==> config.mk <==
export PLATFORM = sky130hd
export DESIGN_NAME = chunk_rms_audio_level
export DESIGN_NICKNAME = d
export VERILOG_FILES = /design/src/rtl/cral_pkg.sv /design/src/rtl/chunk_rms_audio_level.sv
export SDC_FILE = /design/constraint.sdc
export NUM_CORES = 2
export LEC_CHECK = 0
export ABC_CLOCK_PERIOD_IN_PS = 14000
export BUFFER_PORTS_ARGS = -buffer_cell sky130_fd_sc_hd__buf_2
export CORE_ASPECT_RATIO = 1.5
export CORE_MARGIN = 1.5
export CORE_UTILIZATION = 55
export CTS_BUF_LIST = sky130_fd_sc_hd__clkbuf_8 sky130_fd_sc_hd__clkbuf_16
export DETAILED_ROUTE_END_ITERATION = 10
export GPL_TIMING_DRIVEN = 0
export PLACE_DENSITY = 0.71
export SETUP_SLACK_MARGIN = 0.3
export SLEW_MARGIN = 20
export SYNTH_ARGS = -nofsm -noshare
export SYNTH_HDL_FRONTEND = slang
export SYNTH_SLANG_ARGS = --single-unit
==> constraint.sdc <==
create_clock -name clk -period 14 [get_ports clk]
set_input_delay 3.5 -clock clk [delete_from_list [all_inputs] [get_ports clk]]
set_output_delay 3.5 -clock clk [all_outputs]
set_load 0.02 [all_outputs]
==> src/rtl/cral_pkg.sv <==
package cral_pkg;

	// sample magnitude and multiplier operand width
	localparam int MAG_W = 16;
	// radicand width for the root, two bits consumed per step
	localparam int RAD_W = 32;
	localparam int ROOT_STEPS = RAD_W / 2;
	// width that holds any window length or blend weight
	localparam int WIN_W = 17;

	localparam int CFG_IDX_W = 1;
	localparam int CFG_DATA_W = 6;

	localparam logic [CFG_IDX_W-1:0] REG_SAMPLE_BITS = 1'b0;
	localparam logic [CFG_IDX_W-1:0] REG_CHANNEL_COUNT = 1'b1;

	localparam logic [5:0] SAMPLE_BITS_RESET = 6'd16;
	localparam logic [3:0] CHANNEL_COUNT_RESET = 4'd1;
	localparam logic [5:0] SAMPLE_BITS_REQ = 6'd16;
	localparam logic [3:0] CHANNEL_COUNT_REQ = 4'd1;

	// 1.0 in sample units
	localparam logic [MAG_W-1:0] FULL_SCALE = 16'd32768;

	typedef struct packed {
		logic signed [MAG_W-1:0] sample;
		logic last;
	} smp_t;

	typedef struct packed {
		logic [MAG_W-1:0] level;
		logic [MAG_W-1:0] chunk_rms;
		logic overflow;
	} lvl_t;

	typedef enum logic [3:0] {
		ST_IDLE,
		ST_SQUARE,
		ST_ACC,
		ST_DLOAD,
		ST_DIV,
		ST_SQRT,
		ST_RMS,
		ST_MUL1,
		ST_MUL2,
		ST_MADD,
		ST_BDONE,
		ST_OUT
	} state_t;

endpackage

==> src/rtl/chunk_rms_audio_level.sv <==
// chunk rms audio level meter
//
// smp channel (valid/stall): one signed 16-bit mono sample per word, last marks
// the final sample of a chunk. lvl channel (valid/stall): one word per chunk
// end with the smoothed level, the chunk's own rms and an overflow flag.
// cfg channel (valid/ready, always ready): index 0 sample_bits, 1 channel_count.
// with a format other than 16-bit mono, samples are taken and dropped.
//
// sequence: a sample passes accept, square in the shared multiplier and
// accumulate. a last sample adds the chunk-end sequence on the shared
// subtract unit: a restoring divide of SUM_W quotient bits for the mean, 16
// root steps, and for chunks shorter than LEVEL_WINDOW two multiplies, an add
// and a second divide (SUM_W = 47 with defaults).
// smp_stall is high for the whole time a sample is in work.
//
// the result sits in an output register; new samples are accepted while it
// waits, and a later chunk end holds in its last state until lvl is taken.
// reset (arst_n low) clears the accumulators, history and output valid and
// restores 16-bit mono format; nothing needs a clearing pass.
module chunk_rms_audio_level #(
	parameter int MAX_CHUNK_SAMPLES = 65536,
	parameter int LEVEL_WINDOW = 256
) (
	input  logic clk,
	input  logic arst_n,
	input  logic smp_valid,
	output logic smp_stall,
	input  cral_pkg::smp_t smp,
	output logic lvl_valid,
	input  logic lvl_stall,
	output cral_pkg::lvl_t lvl,
	input  logic cfg_valid,
	output logic cfg_ready,
	input  logic [cral_pkg::CFG_IDX_W-1:0] cfg_index,
	input  logic [cral_pkg::CFG_DATA_W-1:0] cfg_data
);

	localparam int CNT_W = $clog2(MAX_CHUNK_SAMPLES + 1);
	// max sum is MAX_CHUNK_SAMPLES * 2^30
	localparam int SUM_W = CNT_W + 2 * cral_pkg::MAG_W - 2;
	// trial subtract width: divide remainder or root remainder
	localparam int SU_W = (CNT_W + 1 > 20) ? CNT_W + 1 : 20;
	localparam int ITR_W = $clog2(SUM_W);
	localparam int WIDE_W = CNT_W + cral_pkg::WIN_W;
	localparam int PROD_W = 2 * cral_pkg::MAG_W;

	cral_pkg::state_t state_q, state_d;

	logic [5:0] sample_bits_q;
	logic [3:0] channel_count_q;

	logic [cral_pkg::MAG_W-1:0] mag_q;
	logic last_q;
	logic [PROD_W-1:0] prod_q;
	logic [SUM_W-1:0] sum_q;
	logic [CNT_W-1:0] count_q;
	logic saturated_q;
	logic [cral_pkg::MAG_W-1:0] prev_rms_q;
	logic [CNT_W-1:0] prev_count_q;

	// shared divide / root datapath
	logic [SUM_W-1:0] dq_q;
	logic [SU_W-1:0] rem_q;
	logic [SU_W-1:0] div_q;
	logic [cral_pkg::MAG_W-1:0] root_q;
	logic [ITR_W-1:0] itr_q;
	logic blend_q;

	logic [cral_pkg::MAG_W-1:0] rms_q;
	logic [cral_pkg::MAG_W-1:0] level_q;

	logic out_valid_q;
	cral_pkg::lvl_t out_q;

	// control
	logic smp_take;
	logic fmt_ok;
	logic out_load;
	logic step_last;

	// combinational datapath
	logic [cral_pkg::MAG_W-1:0] mag_d;
	logic [cral_pkg::MAG_W-1:0] mul_a, mul_b;
	logic [SU_W-1:0] su_a, su_b;
	logic [SU_W:0] su_diff;
	logic su_ge;
	logic [WIDE_W-1:0] count_wide, prev_wide, gap_wide, wt_wide;
	logic do_blend;
	logic [cral_pkg::MAG_W-1:0] rms_clamp;
	logic [cral_pkg::MAG_W-1:0] blend_clamp;

	assign fmt_ok = (sample_bits_q == cral_pkg::SAMPLE_BITS_REQ)
		&& (channel_count_q == cral_pkg::CHANNEL_COUNT_REQ);
	assign smp_take = smp_valid && !smp_stall;
	assign step_last = (itr_q == '0);

	// magnitude, -32768 maps to 32768
	assign mag_d = smp.sample[cral_pkg::MAG_W-1] ? (~smp.sample + 16'd1) : smp.sample;

	// blend weight: min(window - n, previous count)
	assign count_wide = {{cral_pkg::WIN_W{1'b0}}, count_q};
	assign prev_wide = {{cral_pkg::WIN_W{1'b0}}, prev_count_q};
	assign do_blend = count_wide < WIDE_W'(LEVEL_WINDOW);
	assign gap_wide = WIDE_W'(LEVEL_WINDOW) - count_wide;
	assign wt_wide = (gap_wide > prev_wide) ? prev_wide : gap_wide;

	assign rms_clamp = (root_q > cral_pkg::FULL_SCALE) ? cral_pkg::FULL_SCALE : root_q;
	assign blend_clamp = (dq_q > SUM_W'(cral_pkg::FULL_SCALE))
		? cral_pkg::FULL_SCALE : dq_q[cral_pkg::MAG_W-1:0];

	// shared multiplier operand select
	always_comb begin
		unique case (state_q)
			cral_pkg::ST_MUL1: begin
				mul_a = wt_wide[cral_pkg::MAG_W-1:0];
				mul_b = prev_rms_q;
			end
			cral_pkg::ST_MUL2: begin
				mul_a = rms_q;
				mul_b = count_wide[cral_pkg::MAG_W-1:0];
			end
			default: begin
				mul_a = mag_q;
				mul_b = mag_q;
			end
		endcase
	end

	// shared trial subtract: divide step or root step
	always_comb begin
		if (state_q == cral_pkg::ST_SQRT) begin
			su_a = {rem_q[SU_W-3:0], dq_q[cral_pkg::RAD_W-1 -: 2]};
			su_b = {{(SU_W - cral_pkg::MAG_W - 2){1'b0}}, root_q, 2'b01};
		end else begin
			su_a = {rem_q[SU_W-2:0], dq_q[SUM_W-1]};
			su_b = div_q;
		end
	end
	assign su_diff = {1'b0, su_a} - {1'b0, su_b};
	assign su_ge = !su_diff[SU_W];

	// next state
	always_comb begin
		state_d = state_q;
		unique case (state_q)
			cral_pkg::ST_IDLE: begin
				if (smp_take && fmt_ok) state_d = cral_pkg::ST_SQUARE;
			end
			cral_pkg::ST_SQUARE: state_d = cral_pkg::ST_ACC;
			cral_pkg::ST_ACC: state_d = last_q ? cral_pkg::ST_DLOAD : cral_pkg::ST_IDLE;
			cral_pkg::ST_DLOAD: state_d = cral_pkg::ST_DIV;
			cral_pkg::ST_DIV: begin
				if (step_last) state_d = blend_q ? cral_pkg::ST_BDONE : cral_pkg::ST_SQRT;
			end
			cral_pkg::ST_SQRT: begin
				if (step_last) state_d = cral_pkg::ST_RMS;
			end
			cral_pkg::ST_RMS: state_d = do_blend ? cral_pkg::ST_MUL1 : cral_pkg::ST_OUT;
			cral_pkg::ST_MUL1: state_d = cral_pkg::ST_MUL2;
			cral_pkg::ST_MUL2: state_d = cral_pkg::ST_MADD;
			cral_pkg::ST_MADD: state_d = cral_pkg::ST_DIV;
			cral_pkg::ST_BDONE: state_d = cral_pkg::ST_OUT;
			cral_pkg::ST_OUT: begin
				if (!out_valid_q || !lvl_stall) state_d = cral_pkg::ST_IDLE;
			end
			default: state_d = cral_pkg::ST_IDLE;
		endcase
	end

	// outputs of the sequencer
	always_comb begin
		smp_stall = (state_q != cral_pkg::ST_IDLE);
		out_load = (state_q == cral_pkg::ST_OUT) && (!out_valid_q || !lvl_stall);
	end

	assign cfg_ready = 1'b1;

	always_ff @(posedge clk or negedge arst_n) begin
		if (!arst_n) begin
			state_q <= cral_pkg::ST_IDLE;
		end else begin
			state_q <= state_d;
		end
	end

	// configuration registers
	always_ff @(posedge clk or negedge arst_n) begin
		if (!arst_n) begin
			sample_bits_q <= cral_pkg::SAMPLE_BITS_RESET;
			channel_count_q <= cral_pkg::CHANNEL_COUNT_RESET;
		end else if (cfg_valid && cfg_ready) begin
			unique case (cfg_index)
				cral_pkg::REG_SAMPLE_BITS: sample_bits_q <= cfg_data;
				cral_pkg::REG_CHANNEL_COUNT: channel_count_q <= cfg_data[3:0];
				default: ;
			endcase
		end
	end

	// chunk accumulators and history
	always_ff @(posedge clk or negedge arst_n) begin
		if (!arst_n) begin
			sum_q <= '0;
			count_q <= '0;
			saturated_q <= 1'b0;
			prev_rms_q <= '0;
			prev_count_q <= '0;
		end else if (state_q == cral_pkg::ST_ACC) begin
			// count full: sum and count hold, chunk reports overflow
			if (count_q < CNT_W'(MAX_CHUNK_SAMPLES)) begin
				sum_q <= sum_q + SUM_W'(prod_q);
				count_q <= count_q + CNT_W'(1);
			end else begin
				saturated_q <= 1'b1;
			end
		end else if (out_load) begin
			prev_rms_q <= rms_q;
			prev_count_q <= count_q;
			sum_q <= '0;
			count_q <= '0;
			saturated_q <= 1'b0;
		end
	end

	// payload datapath, no reset needed
	always_ff @(posedge clk) begin
		prod_q <= PROD_W'(mul_a) * PROD_W'(mul_b);
		if (smp_take) begin
			mag_q <= mag_d;
			last_q <= smp.last;
		end
		unique case (state_q)
			cral_pkg::ST_DLOAD: begin
				// mean = sum / n, n is never zero here
				dq_q <= sum_q;
				rem_q <= '0;
				div_q <= SU_W'(count_q);
				itr_q <= ITR_W'(SUM_W - 1);
				blend_q <= 1'b0;
			end
			cral_pkg::ST_DIV: begin
				dq_q <= {dq_q[SUM_W-2:0], su_ge};
				if (step_last) begin
					// set up the root over the mean
					rem_q <= '0;
					root_q <= '0;
					itr_q <= ITR_W'(cral_pkg::ROOT_STEPS - 1);
				end else begin
					rem_q <= su_ge ? su_diff[SU_W-1:0] : su_a;
					itr_q <= itr_q - ITR_W'(1);
				end
			end
			cral_pkg::ST_SQRT: begin
				dq_q <= {dq_q[SUM_W-3:0], 2'b00};
				rem_q <= su_ge ? su_diff[SU_W-1:0] : su_a;
				root_q <= {root_q[cral_pkg::MAG_W-2:0], su_ge};
				itr_q <= itr_q - ITR_W'(1);
			end
			cral_pkg::ST_RMS: begin
				rms_q <= rms_clamp;
				level_q <= rms_clamp;
			end
			cral_pkg::ST_MUL1: begin
				div_q <= SU_W'(wt_wide[cral_pkg::WIN_W-1:0])
					+ SU_W'(count_wide[cral_pkg::WIN_W-1:0]);
			end
			cral_pkg::ST_MUL2: begin
				dq_q <= SUM_W'(prod_q);
			end
			cral_pkg::ST_MADD: begin
				// numerator w * prev_rms + n * rms over w + n
				dq_q <= dq_q + SUM_W'(prod_q);
				rem_q <= '0;
				itr_q <= ITR_W'(SUM_W - 1);
				blend_q <= 1'b1;
			end
			cral_pkg::ST_BDONE: begin
				level_q <= blend_clamp;
			end
			default: ;
		endcase
	end

	// output register
	always_ff @(posedge clk or negedge arst_n) begin
		if (!arst_n) begin
			out_valid_q <= 1'b0;
		end else begin
			out_valid_q <= out_load || (out_valid_q && lvl_stall);
		end
	end

	always_ff @(posedge clk) begin
		if (out_load) begin
			out_q.level <= level_q;
			out_q.chunk_rms <= rms_q;
			out_q.overflow <= saturated_q;
		end
	end

	assign lvl_valid = out_valid_q;
	assign lvl = out_q;

	// overflow only ever set with the count pinned at its bound
	a_sat_full: assert property (@(posedge clk) disable iff (!arst_n)
		saturated_q |-> (count_q == CNT_W'(MAX_CHUNK_SAMPLES)))
		else $error("overflow set below the chunk bound");

	// mean divide never starts on an empty chunk
	a_div_nonzero: assert property (@(posedge clk) disable iff (!arst_n)
		(state_q == cral_pkg::ST_DLOAD) |-> (count_q != '0))
		else $error("chunk end with zero count");

	// root of a mean of squares stays within full scale
	a_root_range: assert property (@(posedge clk) disable iff (!arst_n)
		(state_q == cral_pkg::ST_RMS) |-> (root_q <= cral_pkg::FULL_SCALE))
		else $error("root above full scale");

	// weighted mean of two in-range values stays in range
	a_blend_range: assert property (@(posedge clk) disable iff (!arst_n)
		(state_q == cral_pkg::ST_BDONE) |-> (dq_q <= SUM_W'(cral_pkg::FULL_SCALE)))
		else $error("blended level above full scale");

	// a finished word is never overwritten while the receiver stalls
	a_no_overwrite: assert property (@(posedge clk) disable iff (!arst_n)
		(out_valid_q && lvl_stall) |-> !out_load)
		else $error("output word overwritten under stall");

endmodule
## Yosys cells after proc, flatten, opt, wreduce, memory -nomap -nowiden

Cells that the tools add are included.

| word-level totals | value |
|---|---|
| register bits | 336 |
| bits in latches | 0 |
| RAM bits | 0 |
| ROM bits | 0 |
| output and inout bits | 36 |
| word-level logic and storage cells | 125 |
| memories | 0 |

| cells by class | value |
|---|---|
| add/sub/neg operators | 8 |
| $mul | 1 |
| divide/modulo/power cells | 0 |
| $lt $le $gt $ge | 5 |
| equality and inequality tests | 19 |
| shift-type cells | 0 |
| muxes and demuxes | 36 |
| bitwise operators | 3 |
| reduce and logical (&&, ||, !) cells | 29 |

Operators by type and width:

| kind | number |
|---|---|
| 47-bit case mux with 5 select lines | 1 |
| 47-bit 2-to-1 mux | 3 |
| 16-bit case mux with 2 select lines | 4 |
| 47-bit by 32-bit adder with 47-bit output | 2 |
| 17-bit 2-to-1 mux | 4 |
| 19-bit case mux with 3 select lines | 1 |
| 16-bit 2-to-1 mux | 3 |
| 47-bit by 16-bit > comparator with 1-bit output (second input constant) | 1 |
| 4-bit case mux with 11 select lines | 1 |
| 20-bit 2-to-1 mux | 2 |
| 20-bit case mux with 2 select lines | 1 |
| 19-bit 2-to-1 mux | 2 |
| 34-bit by 17-bit > comparator with 1-bit output | 1 |
| 16-bit by 16-bit multiplier with 32-bit output | 1 |
| 4-bit 2-to-1 mux | 6 |
| 20-bit by 20-bit subtractor with 21-bit output | 1 |
| 17-bit by 17-bit adder with 18-bit output | 1 |
| 6-bit case mux with 3 select lines | 1 |
| 9-bit by 17-bit subtractor with 18-bit output (first input constant) | 1 |
| 17-bit by 1-bit adder with 17-bit output (second input constant) | 1 |
| 17-bit < comparator (second input constant) | 1 |
| 17-bit by 9-bit < comparator with 1-bit output (second input constant) | 1 |
| 16-bit by 1-bit adder with 16-bit output (second input constant) | 1 |
| 4-bit by 3-bit == test with 1-bit output (second input constant) | 4 |
| other kinds (27) | 56 |

## Longest topological paths before layout

| logic depth | value |
|---|---|
| depth in word-level cells | 6 |
| gate-level depth with buffers | 42 |
| depth with buffers taken out | 39 |

## Least setup slack after synthesis

OpenSTA, ideal clock, no wires.

| path | value |
|---|---|
| path type | register -> register |
| from | register count_q[0] |
| to | register prod_q[30] |
| library setup time | 0.143 ns |
| data arrival time | 9.573 ns |
| path slack | 4.283 ns |
| stages on the path, launching flop included | 39 |
| buffers on the path | 2 |
| period minus slack after synthesis | 9.717 ns |
| cells stage by stage | dfrtp_1 clkbuf_1 inv_1 ha_1 nand2_1 nor3_1 nor2b_1 nand2b_1 nor3_1 xnor2_1 ha_1 nand4_1 or4_4 a2111o_1 a31oi_4 buf_6 mux2_2 a21oi_2 (+3 left out) fa_1 inv_1 fa_1 fa_1 fa_1 inv_1 fa_1 inv_1 ha_1 a211oi_1 o21ai_0 a221oi_1 o21ba_2 a31oi_1 o41a_1 a41o_1 nand4_1 o211ai_1 |

| on the way | value |
|---|---|
| cells in the longest elaborated chain, start to end | 5 |

RTL lines:

| what | RTL line | text |
|---|---|---|
| from (decl) | chunk_rms_audio_level.sv:56 | `logic [CNT_W-1:0] count_q;` |
| from (signal assigned) | chunk_rms_audio_level.sv:212 | `count_q <= count_q + CNT_W'(1);` |
| 9-bit by 17-bit subtractor with 18-bit output | chunk_rms_audio_level.sv:104 | `assign gap_wide = WIDE_W'(LEVEL_WINDOW) - count_wide;` |
| 34-bit by 17-bit > comparator with 1-bit output | chunk_rms_audio_level.sv:105 | `assign wt_wide = (gap_wide > prev_wide) ? prev_wide : gap_wide;` |
| 17-bit 2-to-1 mux | chunk_rms_audio_level.sv:105 |  |
| 16-bit case mux with 2 select lines | chunk_rms_audio_level.sv:113 | `unique case (state_q)` |
| 16-bit by 16-bit multiplier with 32-bit output (*) | chunk_rms_audio_level.sv:227 | `prod_q <= PROD_W'(mul_a) * PROD_W'(mul_b);` |
| to (signal assigned) | chunk_rms_audio_level.sv:227 |  |
| to (decl) | chunk_rms_audio_level.sv:54 | `logic [PROD_W-1:0] prod_q;` |

Every way passes the cells marked *; elsewhere a longest branch is shown, timed or not.
A chain may end at the register's enable or synchronous reset.

## Worst setup path after layout

| path | value |
|---|---|
| from | register count_q[0] |
| to | register prod_q[28] |

Same word-level chain as after synthesis.

==> flow_metrics.tcl <==
set metrics [dict create \
    synth.avg_cell_area_um2 9.18 \
    yosys_warnings 0 \
    max-cap-violations 0 \
    drc 0 \
    drt-met1-wl_um 33800 \
    hold_path.class "reg2reg" \
    cts_setup_buffers 0 \
    end_kind "register" \
    hold_violations 0 \
    cp-start-kind "register" \
    synthTopCellsByArea "edfxtp_1 (20%), fa_1 (14%), ha_1 (9.6%)" \
    cts_tree "yes" \
    firstDrtPassIters 7 \
    ir_worst_vdd_mv 0.570 \
    via_count 25200 \
    slew_headroom_pct 16.5 \
    p_leak_nw 14.7 \
    core_mm2 0.0525 \
    clock_path_buffers 3 \
    rsz0062_at_grt "false" \
    path_class "reg2reg" \
    antenna_found_initial 1 \
    cts_buffers 36 \
    htreeDepth 2 \
    wl_met2_um 47100 \
    slowest_stage "a21oi_1" \
    wl_per_cell_um 24.0 \
    post_cts_resized 0 \
    finalSetupTns_ns 0 \
    synth_edf_count 189 \
    crit_start "count_q[0]$_DFFE_PN0P_" \
    synth_top_cell_by_area "edfxtp_1" \
    dp_cells 3916 \
    die_x_um 191 \
    cts_sinks 334 \
    grt_pass1_vias 25800 \
    start_util_pct 55.4 \
    hold_ws_ns 0.416 \
    synth_top_cell_area_share_pct 19.5 \
    die_h_um 284 \
    cp.arrival_ns 12.17 \
    io_buffers 63 \
    grtUsageTotal_pct 35.3 \
    timing.rr.start "count_q[0]$_DFFE_PN0P_" \
    insertion_delay_ns 0.56 \
    met3WireLength_um 6880 \
    synth_seq_cells 334 \
    syn_to_final_growth_pct 8.89 \
    synth_cell_types 82 \
    wirelength_um 95800 \
    clock_skew_ns 0.0301 \
    viasPerCell 6.32 \
    synthArstFlopShare_pct 33.8 \
    ioPinCount 65 \
    path_clk_slew_ns 0.06 \
    setup_viol 0 \
    reg2reg_slack_ns 2.28 \
    fin_crit_sh_pct 83.7 \
    num_rows 103 \
    r2r_end "prod_q[28]$_DFF_P_" \
    r2r_cells 37 \
    top_layer "met5" \
    slowest_delay_ns 0.94 \
    crit_fanout 10 \
    drtIter0Drc 2436 \
    nets 3724 \
    ctsRootBufferMaster "clkbuf_16" \
    grt_max_degree 73 \
    critPathRequiredTime_ns 14.45 \
    cellPowerDensity_mw_per_mm2 211 \
    cpMostUsedCell "fa_1" \
    outcome "finished clean" \
    hold_buffers 0 \
    overflow 0 \
    endpoint "prod_q[28]$_DFF_P_" \
    drive_gt1_share_pct 6.51 \
    period_needed_ns 11.72 \
    tightest_slew_ns 1.24 \
    instances_no_fill 3983 \
    preCtsSetupSlack_ns 2.46 \
    fp.dieArea_mm2 0.0542 \
    fmax_mhz 85.3 \
    synth_area_mm2 0.0290 \
    ys.flop_type "edfxtp_1" \
    grt_pass1_wl_um 145000 \
    place.gp.congestion 1.08 \
    fin_ws_ns 2.28 \
    synthCells 3163 \
    drv_slew 0 \
    seq_area_frac_synth_pct 31.5 \
    final_antenna_net_count 0 \
    diodes 0 \
    dpl.hpwl_um 75700 \
    syn-num-nets 3614 \
]
-- per-layer routing --
layer / track usage (%) / vias to the layer above
li1: - / 11200
met2: 60.5 / 1301
met4: 25.6 / 2
met3: 4.21 / 406
met1: 40.4 / 12200
met5: 0 / -
-- placed cells by master, fill, tap and decap left out, types with 32 or more instances in the layout --
cell	synthesis	layout
and3_1	44	44
nand2_1	534	533
and2_1	39	39
a21o_1	78	78
dfxtp_1	32	32
nor3_1	42	41
fa_1	198	198
inv_1	299	306
a222oi_1	44	44
o211ai_1	37	37
buf_2	11	74
clkbuf_1	122	121
xor2_1	54	54
nand2b_1	33	33
dfrtp_1	111	111
nand3_1	54	54
nor2b_1	41	41
edfxtp_1	189	189
clkbuf_16	0	38
xnor2_1	93	93
nor2_1	197	194
o21ai_0	139	139
ha_1	224	224
a21oi_1	152	150
-- cells by family after synthesis --
group / share of synthesized area (%)
and+or+nand+nor: 16.7
AOI/OAI and AO/OA: 16.3
buffers and inverters: 5.94
adders and majority gates: 23.3
DFF: 31.5
xor gates and xnor gates: 4.43
muxes: 1.79
other: 0.0129
-- layout make-up --
type / count / area [um^2]
buffer: 148 / 601
clock buffer: 42 / 1010
fill: 4549 / 20800
sequential: 334 / 9150
timing repair buffer: 72 / 430
inverter: 300 / 1130
clock inverter: 24 / 229
multi-input combinational: 2381 / 18200
tap: 682 / 853
-- how the worst min path moves through the flow --
stage	startpoint	end	slack [ns]	depth (start not counted)
finish	level_q[9]$_DFFE_PP_	lvl[26]$_DFFE_PP_	0.42	0
global route	level_q[6]$_DFFE_PP_	lvl[23]$_DFFE_PP_	0.42	0
CTS	level_q[9]$_DFFE_PP_	lvl[26]$_DFFE_PP_	0.41	0
detailed placement	level_q[9]$_DFFE_PP_	lvl[26]$_DFFE_PP_	0.40	0
global placement	level_q[6]$_DFFE_PP_	lvl[23]$_DFFE_PP_	0.41	0
floorplan	level_q[0]$_DFFE_PP_	lvl[17]$_DFFE_PP_	0.40	0
-- power by group --
group          switching, mW  leakage (nW)  internal, mW
clock                  0.431         0.638         0.577
sequential            0.0696          3.67          1.15
combinational           2.61          10.4          1.84
-- cells in the mapped netlist (19+ instances only) --
cell type,instances
a211oi_1,19
a21o_1,78
a21oi_1,152
a222oi_1,44
a22o_1,25
and2_1,39
and3_1,44
clkbuf_1,122
dfrtp_1,111
dfxtp_1,32
edfxtp_1,189
fa_1,198
ha_1,224
inv_1,299
mux2_2,23
mux2i_1,26
nand2_1,534
nand2b_1,33
nand3_1,54
nand4_1,21
nor2_1,197
nor2b_1,41
nor3_1,42
nor4_1,21
o211ai_1,37
o21a_1,27
o21ai_0,139
o31ai_1,19
xnor2_1,93
xor2_1,54
-- registers in the layout, summed over array words and instances (netlist names), 17 cells and up --
| register | flops |
|---|---|
| lvl | 33 |
| prod_q | 32 |
| prev_count_q | 17 |
| div_q | 18 |
| rem_q | 19 |
| dq_q | 47 |
| sum_q | 47 |
| count_q | 17 |
-- metrics by stage --
stage | total power, mW | area, um^2 | util (%)
finish | 6.67 | 31600 | 60.3
global route | 7.19 | 31600 | 60.3
CTS | 6.65 | 31600 | 60.3
detailed placement | 5.61 | 30400 | 57.9
global placement | 5.48 | 30200 | 57.6
floorplan | 4.42 | 29000 | -
-- critical path, delay by kind of cell, from the launching register on --
family                   cells  cell delay, ns
buffers and inverters        6            0.71
multiplexers                 1            0.45
XOR/XNOR                     2            0.25
AO/OA/AOI/OAI               10            3.58
AND/OR/NAND/NOR              9            1.99
adder cells (fa/ha/maj)      9            4.19
flip-flops                   1            0.40
Note: power is estimated with default switching activity, not from simulation.
